--- src/rtl/ddo_div.sv ---
// Bit-serial restoring divider for the speed terms, rounding to nearest, ties away from zero.
// Result saturates to signed 32 bits. Standalone, with no package dependencies.
module ddo_div (
  input  logic                clk,
  input  logic                rst_n,
  input  logic                start,
  input  logic signed [66:0]  num,
  input  logic        [31:0]  den,
  output logic                done,
  output logic signed [31:0]  quo
);

  logic        run_r;
  logic        done_r;
  logic        neg_r;
  logic        ovf_r;
  logic [32:0] rem_r;
  logic [32:0] nsh_r;
  logic [32:0] q_r;
  logic [5:0]  cnt_r;

  logic [66:0] mag;
  logic [63:0] nrm;
  logic [32:0] trial;
  logic        ge;

  always_comb begin
    mag   = num[66] ? 67'(-num) : 67'(num);
    nrm   = mag[63:0] + 64'(den >> 1);
    trial = {rem_r[31:0], nsh_r[32]};
    ge    = trial >= {1'b0, den};
  end

  always_ff @(posedge clk) begin
    if (!rst_n) begin
      run_r  <= 1'b0;
      done_r <= 1'b0;
    end else begin
      done_r <= 1'b0;
      if (start) begin
        run_r <= 1'b1;
        neg_r <= num[66];
        // Quotients of 2^33 and above saturate anyway.
        ovf_r <= {1'b0, nrm[63:33]} >= den;
        rem_r <= {2'b00, nrm[63:33]};
        nsh_r <= nrm[32:0];
        q_r   <= '0;
        cnt_r <= '0;
      end else if (run_r) begin
        rem_r <= ge ? trial - {1'b0, den} : trial;
        q_r   <= {q_r[31:0], ge};
        nsh_r <= {nsh_r[31:0], 1'b0};
        cnt_r <= cnt_r + 6'd1;
        if (cnt_r == 6'd32) begin
          run_r  <= 1'b0;
          done_r <= 1'b1;
        end
      end
    end
  end

  always_comb begin
    if (ovf_r || q_r >= 33'h080000000) quo = neg_r ? 32'sh80000000 : 32'sh7FFFFFFF;
    else quo = neg_r ? -$signed(q_r[31:0]) : $signed(q_r[31:0]);
  end

  assign done = done_r;

endmodule

--- config.mk ---
export PLATFORM = sky130hd
export DESIGN_NAME = ddo_div
export DESIGN_NICKNAME = d
export VERILOG_FILES = /design/src/rtl/ddo_div.sv
export SDC_FILE = /design/constraint.sdc
export NUM_CORES = 1
export LEC_CHECK = 0
export BUFFER_PORTS_ARGS = -buffer_cell sky130_fd_sc_hd__buf_2
export CAP_MARGIN = 20
export CORE_MARGIN = 4
export CORE_UTILIZATION = 40
export DETAILED_ROUTE_END_ITERATION = 10
export PLACE_DENSITY_LB_ADDON = 0.3
export SKIP_CTS_REPAIR_TIMING = 1
export SYNTH_ARGS = -nofsm -noshare
export SYNTH_HDL_FRONTEND = slang
export SYNTH_SLANG_ARGS = --single-unit
--- constraint.sdc ---
create_clock -name clk -period 14.15 [get_ports clk]
set_clock_uncertainty 0.2 [all_clocks]
set_input_delay 2.83 -clock clk [delete_from_list [all_inputs] [get_ports clk]]
set_output_delay 2.83 -clock clk [all_outputs]
set_load 0.02 [all_outputs]
# --- Word-level counts from Yosys, hierarchy flattened ---
# Cells that the tools add are included.
word_totals:
  input_bits: 102
  output_inout_bits: 33
  reg_bits: 108
classes:
  eq_ne: 1
  n_lt_le_gt_ge: 3
  n_addsub: 5
  muxes: 15
  bitwise_logic: 2
  reduce_logical: 5
ops:
  columns: ["operator", "n"]
  rows:
  - ["32-bit 2-to-1 mux", 5]
  - ["33-bit 2-to-1 mux", 3]
  - ["64-bit by 31-bit adder with 64-bit output", 1]
  - ["64-bit 2-to-1 mux", 1]
  - ["64-bit negation", 1]
  - ["33-bit by 32-bit >= comparator with 1-bit output", 1]
  - ["33-bit by 32-bit >= comparator with 1-bit output (second input constant)", 1]
  - ["31-bit by 32-bit >= comparator with 1-bit output", 1]
  - ["32-bit negation", 1]
  - ["32-bit subtractor", 1]
  - ["31-bit 2-to-1 mux", 1]
  - ["6-bit by 1-bit adder with 6-bit output (second input constant)", 1]
  - ["6-bit equality test (second input constant)", 1]
  - ["6-bit 2-to-1 mux", 1]
  - ["1-bit 2-to-1 mux", 4]
  - ["2-bit AND reduction", 2]
  - ["3-bit OR reduction", 1]
  - ["1-bit NOT", 2]
  - ["2-bit nonzero test", 1]
  - ["1-bit logical OR", 1]

# --- Logic depth before layout (Yosys ltp) ---
# Gate-level depths: netlist of the first run.
depth:
  word_depth: 4
  mapped_depth: 29
  ltp_nobuf: 28

# --- Worst setup path after synthesis of the first run ---
# No wires, ideal clock.
synth_timing:
  kind: "input -> register"
  startpoint: "input port num[66]"
  endpoint: "register ovf_r (data pin)"
  t_arrival_ps: 8915
  setup_ps: 263
  setup_slack_ps: 4772
  path_stages: 29
  required_time_ps: 13687
  cell_sequence: "clkbuf_1 -> clkbuf_1 -> buf_1 -> clkbuf_1 -> clkbuf_1 -> clkbuf_1 -> o41ai_1 -> xnor2_1 -> ha_1 -> a21oi_1 -> o211a_1 -> o41ai_1 -> a221o_1 -> a2111oi_0 -> o21ai_0 -> nand3_1 -> nor3b_1 -> xnor2_1 -> ha_1 -> a21o_1 -> a21o_1 -> a21o_1 -> a21o_1 -> a21oi_1 -> nor2b_1 -> o21ai_0 -> nand2_1 -> a31oi_1 -> o32ai_1"
synth_between:
  elab_chain_cells: 3
synth_lines:
  columns: ["item", "line_no", "rtl"]
  rows:
  - ["from (decl)", "7", "input logic signed [66:0] num,"]
  - ["64-bit 2-to-1 mux", "28", "mag = num[66] ? 67'(-num) : 67'(num);"]
  - ["64-bit by 31-bit adder with 64-bit output", "29", "nrm = mag[63:0] + 64'(den >> 1);"]
  - ["31-bit by 32-bit >= comparator with 1-bit output", "44", "ovf_r <= {1'b0, nrm[63:33]} >= den;"]
  - ["to (signal assigned)", "44", null]
  - ["to (decl)", "16", "logic ovf_r;"]
# No other way between the ends.
# A chain may end at the register's enable or synchronous reset.

# --- Worst setup path after layout of the first run ---
layout_timing:
  startpoint: "input port num[4]"
  endpoint: "register ovf_r (data pin)"
layout_between:
  elab_chain_cells: 4
layout_lines:
  columns: ["item", "line_no"]
  rows:
  - ["64-bit negation", "28"]
  - ["64-bit 2-to-1 mux *", "28"]
  - ["64-bit by 31-bit adder with 64-bit output *", "29"]
  - ["31-bit by 32-bit >= comparator with 1-bit output *", "44"]
# Mark *: on every way between the ends. The rest lies on a longest branch, timed or not.

==> summary.md, run 1 <==
| Metric | Value |
|---|---|
| Register area share after synthesis | 26.2% |
| # DRC | 0 |
| CTS Sinks | 108 |
| Total grt overflow | 0 |
| Synth Warn # | 0 |
| Net Switching | 0.000448 W |
| Worst path slowest cell | o21ai_0 |
| Top-Level Pins | 135 |
| Int Pwr | 0.000731 W |
| Via count | 11.5k |
| CTS root buf | clkbuf_16 |
| Hold Vio Cnt, Final | 0 |
| Worst-path clk slew | 0.09 ns |
| Die W | 183 µm |
| Clk buf depth | 2 |
| Vias in the first global route | 10.9k |
| WL/cell | 17.7 µm |
| Finished Core Util | 45.4% |
| Post-detail-place hpwl | 27100 µm |
| Outcome | finished clean |
| Sequential share of power | 34.9% |
| Cell family with most CP delay | compound AO/OA/AOI/OAI gates |
| Slew @ Worst Pin | 0.975 ns |
| Final worst path period need | 9.50 ns |
| Fin nets | 1775 |
| Max-Slew Margin vs Limit | 34.4% |
| Worst skew pair latency | 0.37 ns |
| First-pass GRT wire length | 55800 µm |
| Pwr/cell area | 86.7 mW/mm² |
| Max incr delay on CP | 0.76 ns |
| Synth Area per Inst | 8.28 µm² |
| CTS buffer count | 9 |
| Pwr Total | 0.00118 W |
| #FFs+latches synth | 108 |
| Maximum clock frequency | 105 MHz |
| Combinational cell fraction of total power | 42.4% |
| Hold WS | 0.259 ns |
| Static Leakage | 5.25 nW |
| CP most frequent cell | a21o_1 |
| RSZ-0062 raised after global routing | false |
| Maxcap violations | 0 |
| Max Slew Vio Count | 0 |
| Final worst-path cycle share | 67.1% |
| Yosys cell types | 78 |
| Pin count of the biggest net entering global routing | 64 |
| Placed Cells | 1952 |
| Crit. End Element | flop |
| Drt first pass iters | 5 |
| Detailed Route Iter0 Violations | 896 |
| Async set-reset flop share out of synthesis | 0% |
| ANT nets after route | 0 |
| Setup TNS after final layout | 0 ns |
| Critical path class | in2reg |
| Final Non-Filler Cells | 1970 |
| Initial antenna violation count | 5 |
| CORE AREA | 0.0300 mm² |
| Hold crit path type | reg2reg |
| Synth Flop Type | edfxtp_1 |
| Commonest non-fill, non-tap cell in the layout | buf_2 |
| PortBufs | 132 |
| EDFF count, synth | 106 |
| Cell row count | 63 |
| Area growth syn-to-layout | 10.8% |
| Fillcell total | 2950 |
| Cells after synthesis | 1483 |
| GRT Total Usage | 20.2% |
| Die Y | 183 µm |
| Worst EP arrival | 9.38 ns |
| Max Fanout on Critical Path | 9 |
| Switching Fraction | 38.0% |
| Die area | 0.0336 mm² |
| Most frequent cells in the layout | buf_2 (131), nand2_1 (119), nor2_1 (115) |
| Detailed-route wire length | 34800 µm |
| Layout cells sized above 1 | 13.9% |
| Synthesized Nets | 1685 |
| Peak VDD IR | 0.0514 mV |
| Final setup violation count | 0 |
| Clock power share | 22.7% |
| Worst setup SP type | primary input |
| Via-per-instance ratio | 5.85 |
| Buf/Inv on CP | 2 |
| Routability cong. | 0.911 |
| H-tree depth | 3 |
| Cell area after synthesis | 0.0123 mm² |
| Req. time, crit path | 14.03 ns |
| Initial core utilization | 41.0% |
| CTS tree | yes |
metal layers:
metal / share of wire, % / vias up / wire, µm / track usage (%)
met3: 6.2 / 68 / 2150 / 3.45
met2: 46 / 344 / 15900 / 33.3
met5: 0.12 / - / 43 / 0
met4: 3.5 / 8 / 1240 / 8.25
met1: 44 / 5392 / 15400 / 26.4
li1: - / 5707 / - / -
sequential cells by signal (all words and copies together), names as in the netlist:
name / cells
cnt_r: 6
done: 1
neg_r: 1
nsh_r: 33
ovf_r: 1
q_r: 33
rem_r: 32
run_r: 1
path summary, 6_finish.rpt:
kind | start | to | slack [ns] | cells after the start
setup / recovery | num[4] | ovf_r$_DFFE_PP_ | 4.65 | 27
hold / removal | run_r$_SDFF_PN0_ | done$_SDFF_PP0_ | 0.26 | 2
hold reg to reg | run_r$_SDFF_PN0_ | done$_SDFF_PP0_ | 0.26 | 2
setup reg to reg | rem_r[26]$_DFFE_PP_ | rem_r[18]$_DFFE_PP_ | 9.96 | 12
cell usage after synthesis (all sizes together) (19+ instances only):
| library cell | number | area (µm²) |
|---|---|---|
| a21o | 33 | 248 |
| a21oi | 111 | 556 |
| a31oi | 22 | 138 |
| clkbuf | 61 | 229 |
| edfxtp | 106 | 3180 |
| ha | 98 | 1230 |
| inv | 72 | 270 |
| mux2 | 36 | 405 |
| nand2 | 119 | 447 |
| nand2b | 19 | 119 |
| nand3 | 34 | 170 |
| nand4 | 28 | 181 |
| nor2 | 117 | 444 |
| nor2b | 58 | 363 |
| nor3 | 43 | 220 |
| nor4 | 20 | 159 |
| o21a | 29 | 218 |
| o21ai | 94 | 470 |
| xnor2 | 95 | 832 |
| xor2 | 46 | 403 |
worst reg2reg max path, cell delays in order (launching register included):
cell and delay [ns]:
edfxtp_1 0.41, ha_1 0.39, and3_1 0.22, and3_1 0.24, nand3_1 0.26, nor4_1 0.83
a31oi_1 0.21, nand3_1 0.17, o21ai_4 0.13, buf_4 0.32, nand2_1 0.14, nand2_1 0.06
o32a_1 0.36
kinds of logic (layout without fill, tap and decap cells):
logic type	after synthesis	in the layout	share of synthesized area, %
adders and majority gates	100	100	10.3
other	0	2	0
muxes	47	47	4.20
AOI/OAI and AO/OA	431	431	23.1
DFF	108	108	26.2
buffers and inverters	135	230	4.13
and+or+nand+nor	521	521	22.0
xor gates and xnor gates	141	141	10.1
stage by stage:
step | instance area [µm²] | setup WS, ns
after floorplan | 12300 | 4.77
after global placement | 13300 | 4.22
after detailed placement | 13300 | 4.29
after CTS | 13600 | 4.66
after global routing | 13600 | 4.22
final | 13600 | 4.65
power groups by stage:
stage          Sequential (W)  Clock, W  Combinational [W]
2_1_floorplan        0.000415         0           0.000374
5_1_grt              0.000415  0.000287           0.000559
3_5_place_dp         0.000419         0           0.000495
4_1_cts              0.000412  0.000278           0.000499
6_report             0.000412  0.000268           0.000500
3_3_place_gp         0.000418         0           0.000487
layout make-up:
| type | instances | area [µm²] | area share (%) |
|---|---|---|---|
| Antenna cell | 2 | 5.00 | 0.0368 |
| Clock buffer | 9 | 225 | 1.66 |
| Multi-Input combinational cell | 1240 | 8580 | 63.0 |
| Inverter | 72 | 270 | 1.99 |
| Clock inverter | 7 | 78.8 | 0.579 |
| Tap cell | 390 | 488 | 3.59 |
| Sequential cell | 108 | 3220 | 23.7 |
| Timing Repair Buffer | 142 | 738 | 5.43 |
Note: power is estimated with default switching activity, not from simulation.
==> inputs of run 2 (changes only) <==
==> constraint.sdc (replaced) <==
create_clock -name clk -period 8.1 [get_ports clk]
set_clock_uncertainty 0.2 [all_clocks]
set_input_delay 1.62 -clock clk [delete_from_list [all_inputs] [get_ports clk]]
set_output_delay 1.62 -clock clk [all_outputs]
set_load 0.02 [all_outputs]
==> summary.md, run 2 (same netlist as run 1, synthesis figures left out) <==
| Metric | Value |
|---|---|
| Critical path class | in2reg |
| Initial antenna violation count | 5 |
| Worst setup SP type | primary input |
| Req. time, crit path | 8.03 ns |
| Fillcell total | 2981 |
| Hold crit path type | reg2reg |
| Routability cong. | 0.954 |
| Most frequent cells in the layout | buf_2 (131), nand2_1 (119), nor2_1 (115) |
| Cells on worst reg2reg path | 12 |
| Pin count of the biggest net entering global routing | 65 |
| Die area | 0.0336 mm² |
| RSZ-0062 raised after global routing | false |
| Final worst path period need | 7.58 ns |
| Via count | 11.5k |
| Buf/Inv on CP | 4 |
| Pwr/cell area | 151 mW/mm² |
| Top Registers | nsh_r: 33 flops, q_r: 33 flops, rem_r: 32 flops |
| PortBufs | 132 |
| CORE AREA | 0.0300 mm² |
| First-pass GRT wire length | 55400 µm |
| Final worst slack | 0.517 ns |
| Layout cells sized above 1 | 14.6% |
| Worst skew pair latency | 0.37 ns |
| Maxcap violations | 0 |
| Crit. End Element | flop |
| Slew @ Worst Pin | 0.922 ns |
| Maximum clock frequency | 132 MHz |
| Clk buf depth | 2 |
| # DRC | 0 |
| Sequential share of power | 34.8% |
| Detailed Route Iter0 Violations | 827 |
| Static Leakage | 5.32 nW |
| Final worst-path cycle share | 93.6% |
| Switching Fraction | 38.0% |
| Cell family with most CP delay | compound AO/OA/AOI/OAI gates |
| Clock power share | 22.7% |
| Outcome | finished clean |
| CTS buffer count | 9 |
| Commonest non-fill, non-tap cell in the layout | buf_2 |
| Area growth syn-to-layout | 11.7% |
| Peak VDD IR | 0.0905 mV |
| WL/cell | 17.5 µm |
| CTS root buf | clkbuf_16 |
| Max Fanout on Critical Path | 7 |
| Max-Slew Margin vs Limit | 38.0% |
| Hold WS | 0.262 ns |
| Finished Core Util | 45.8% |
| Drt first pass iters | 5 |
| Top-Level Pins | 135 |
| Worst EP arrival | 7.51 ns |
| CTS Sinks | 108 |
| Hold Vio Cnt, Final | 0 |
| Hold depth | 2 |
| Worst-path clk slew | 0.09 ns |
| Vias in the first global route | 11.0k |
| Net Switching | 0.000785 W |
| Cell row count | 63 |
| Worst path slowest cell | or3_1 |
| Pwr Total | 0.00207 W |
| Reg-to-Reg Start | rem_r[25]$_DFFE_PP_ |
| Fin nets | 1789 |
| Worst slack, placed | 0.113 ns |
| Max Slew Vio Count | 0 |
| Detailed-route wire length | 34800 µm |
| Die W | 183 µm |
| ANT nets after route | 0 |
| FF-to-FF End | rem_r[18]$_DFFE_PP_ |
| Setup TNS after final layout | 0 ns |
| Post-detail-place hpwl | 27200 µm |
| Die Y | 183 µm |
| GRT Total Usage | 20.1% |
| Initial core utilization | 41.0% |
| Total grt overflow | 0 |
| Max incr delay on CP | 0.44 ns |
| Via-per-instance ratio | 5.80 |
| Int Pwr | 0.00128 W |
| Combinational cell fraction of total power | 42.6% |
| Worst R2R Setup Slack | 4.07 ns |
| H-tree depth | 3 |
| Final setup violation count | 0 |
| CTS tree | yes |
| Hold Path Sink | done$_SDFF_PP0_ |
| Hold Path Origin | run_r$_SDFF_PN0_ |
-- run 2: cell count changes in the layout (fill, tap and decap cells not counted), sizes merged --
cell,change
clkinv,+1
inv,-1
buf,+14
-- run 2: power by group through the flow --
stage | logic (W) | registers [W] | clock network, W
2_1_floorplan | 0.000653 | 0.000724 | 0
3_3_place_gp | 0.000854 | 0.000730 | 0
3_5_place_dp | 0.000869 | 0.000731 | 0
4_1_cts | 0.000876 | 0.000719 | 0.000482
5_1_grt | 0.000982 | 0.000725 | 0.000505
6_report | 0.000879 | 0.000719 | 0.000468
-- run 2: layout make-up --
| cell class | count | area [µm²] | area share [%] |
|---|---|---|---|
| antenna | 2 | 5.00 | 0.0365 |
| clock inverter | 7 | 78.8 | 0.575 |
| multi-input combinational | 1240 | 8580 | 62.5 |
| inverter | 72 | 270 | 1.97 |
| clock buffer | 9 | 225 | 1.64 |
| timing repair buffer | 156 | 847 | 6.18 |
| sequential | 108 | 3220 | 23.5 |
| tap | 390 | 488 | 3.56 |
-- run 2: metrics by stage --
step	area, µm²	instances
final	13700	1984
after global routing	13700	1984
after CTS	13700	1981
after detailed placement	13400	1965
after global placement	13400	1965
after floorplan	12300	1483
-- run 2: worst max path at each step --
stage | startpoint | to | depth (start not counted)
after floorplan | num[66] | ovf_r$_DFFE_PP_ | 29
after global placement | num[1] | ovf_r$_DFFE_PP_ | 29
after detailed placement | num[1] | ovf_r$_DFFE_PP_ | 29
after CTS | num[1] | ovf_r$_DFFE_PP_ | 29
after global routing | num[1] | ovf_r$_DFFE_PP_ | 29
final | num[1] | ovf_r$_DFFE_PP_ | 29
-- run 2: layer usage --
metal	vias up	wire [µm]	GRT usage, %
li1	5727	-	-
met1	5400	15700	26.5
met2	311	16100	33.8
met3	55	1880	3.27
met4	6	970	6.38
met5	-	40	0
-- run 2: worst min-delay path, stage by stage, from the launching register on --
cell     delay, ns
dfxtp_1       0.32
nand2_1       0.06
nor3_1        0.04
==> inputs of run 3 (changes only) <==
--- a/config.mk
+++ b/config.mk
@@ -10,6 +10,7 @@
 export CORE_MARGIN = 4
 export CORE_UTILIZATION = 40
 export DETAILED_ROUTE_END_ITERATION = 10
+export GPL_TIMING_DRIVEN = 0
 export PLACE_DENSITY_LB_ADDON = 0.3
 export SKIP_CTS_REPAIR_TIMING = 1
 export SYNTH_ARGS = -nofsm -noshare
==> constraint.sdc (replaced) <==
create_clock -name clk -period 7.8 [get_ports clk]
set_clock_uncertainty 0.2 [all_clocks]
set_input_delay 1.56 -clock clk [delete_from_list [all_inputs] [get_ports clk]]
set_output_delay 1.56 -clock clk [all_outputs]
set_load 0.02 [all_outputs]
==> summary.md, run 3 (same netlist as run 1, synthesis figures left out) <==
| Metric | Value |
|---|---|
| Detailed-route wire length | 39200 µm |
| Final worst path period need | 7.56 ns |
| Initial core utilization | 41.0% |
| Critical path class | in2reg |
| Worst-path clk slew | 0.08 ns |
| Top-Level Pins | 135 |
| Post-detail-place hpwl | 31000 µm |
| Setup TNS after final layout | 0 ns |
| Area growth syn-to-layout | 13.8% |
| Total grt overflow | 0 |
| Outcome | finished clean |
| Final worst slack | 0.244 ns |
| Routability cong. | 0.959 |
| Initial antenna violation count | 1 |
| Final Cell Area | 0.0140 mm² |
| Fin nets | 1834 |
| CTS root buf | clkbuf_16 |
| Peak VDD IR | 0.136 mV |
| Dpl cell area | 0.0135 mm² |
| Maximum clock frequency | 132 MHz |
| Max-Slew Margin vs Limit | 34.9% |
| Die area | 0.0336 mm² |
| Commonest non-fill, non-tap cell in the layout | buf_2 |
| Worst slack, placed | -2.67 ns |
| WL/cell | 19.3 µm |
| CTS Sinks | 108 |
| # DRC | 0 |
| Crit. End Element | flop |
| Detailed Route Iter0 Violations | 960 |
| Worst setup SP type | primary input |
| CTS tree | yes |
| PortBufs | 128 |
| CTS buffer count | 9 |
| Cell row count | 63 |
| Final setup violation count | 0 |
| Worst path slowest cell | ha_2 |
| Worst EP arrival | 7.46 ns |
| H-tree depth | 3 |
| Pwr/cell area | 159 mW/mm² |
| Pwr Total | 0.00222 W |
| Maxcap violations | 0 |
| Worst R2R Setup Slack | 3.44 ns |
| Max Slew Vio Count | 0 |
| Vias in the first global route | 11.6k |
| Top Registers | nsh_r: 33 flops, q_r: 33 flops, rem_r: 32 flops |
| Slew @ Worst Pin | 0.969 ns |
| Req. time, crit path | 7.70 ns |
| Clk buf depth | 2 |
| Layout cells sized above 1 | 14.7% |
| GRT Total Usage | 22.6% |
| Die Y | 183 µm |
| Max incr delay on CP | 0.39 ns |
| Drt first pass iters | 6 |
| Via count | 12.0k |
| Final worst-path cycle share | 96.9% |
| First-pass GRT wire length | 61300 µm |
| Static Leakage | 5.37 nW |
| Die W | 183 µm |
| Hold Vio Cnt, Final | 0 |
| ANT nets after route | 0 |
| Via-per-instance ratio | 5.91 |
| Worst skew pair latency | 0.37 ns |
| Pin count of the biggest net entering global routing | 63 |
| Fillcell total | 2961 |
| Max Fanout on Critical Path | 11 |
| Most frequent cells in the layout | buf_2 (127), nand2_1 (118), nor2_1 (115) |
| Finished Core Util | 46.7% |
| CORE AREA | 0.0300 mm² |
| CP most frequent cell | a21o_1 |
| Hold crit path type | reg2reg |
run 3: changes by cell type in the layout (fill, tap and decap cells not counted), moves of 4 or more:
cell / change
clkbuf_1: +53
buf_4: -11
a21oi_1: -5
a21oi_2: +5
buf_2: -4
clkbuf_4: +4
run 3: per-layer routing:
layer	track usage [%]	share of wire, %
met1	29.7	44
met5	0	0.018
met2	38.3	47
met3	3.21	6.7
met4	7.24	2.9
run 3: worst max-delay path: cells and delay by family:
kind,cells,cell delay [ns]
compound gates,14,2.85
buf+inv,6,1.40
simple gates,5,0.64
xor+xnor,2,0.31
fa+ha+maj,2,0.68
run 3: layout make-up:
class | instances | area, µm² | area share (%)
Multi-Input combinational cell | 1240 | 8670 | 62.1
Tap cell | 390 | 488 | 3.49
Antenna cell | 1 | 2.50 | 0.0179
Clock buffer | 9 | 225 | 1.61
Sequential cell | 108 | 3220 | 23.1
Clock inverter | 7 | 86.3 | 0.618
Buffer | 62 | 260 | 1.86
Inverter | 72 | 270 | 1.93
Timing Repair Buffer | 139 | 743 | 5.32
run 3: stage by stage:
| step | hold WS (ns) | cells |
|---|---|---|
| floorplan | 0.221 | 1483 |
| global placement | 0.234 | 2001 |
| detailed placement | 0.269 | 2003 |
| CTS | 0.287 | 2019 |
| global route | 0.317 | 2027 |
| finish | 0.277 | 2028 |
run 3: worst paths after layout:
check	start	endpoint	cells past startpoint
worst max-delay path	num[66]	ovf_r$_DFFE_PP_	29
worst min-delay path	run_r$_SDFF_PN0_	done$_SDFF_PP0_	2
worst max register to register	rem_r[24]$_DFFE_PP_	rem_r[28]$_DFFE_PP_	12
worst min register to register	run_r$_SDFF_PN0_	done$_SDFF_PP0_	2
run 3: where the power goes:
group	switching, W	internal, W	total (W)
Sequential	0.0000292	0.000717	0.000746
Combinational	0.000573	0.000398	0.000971
Clock	0.000275	0.000232	0.000507
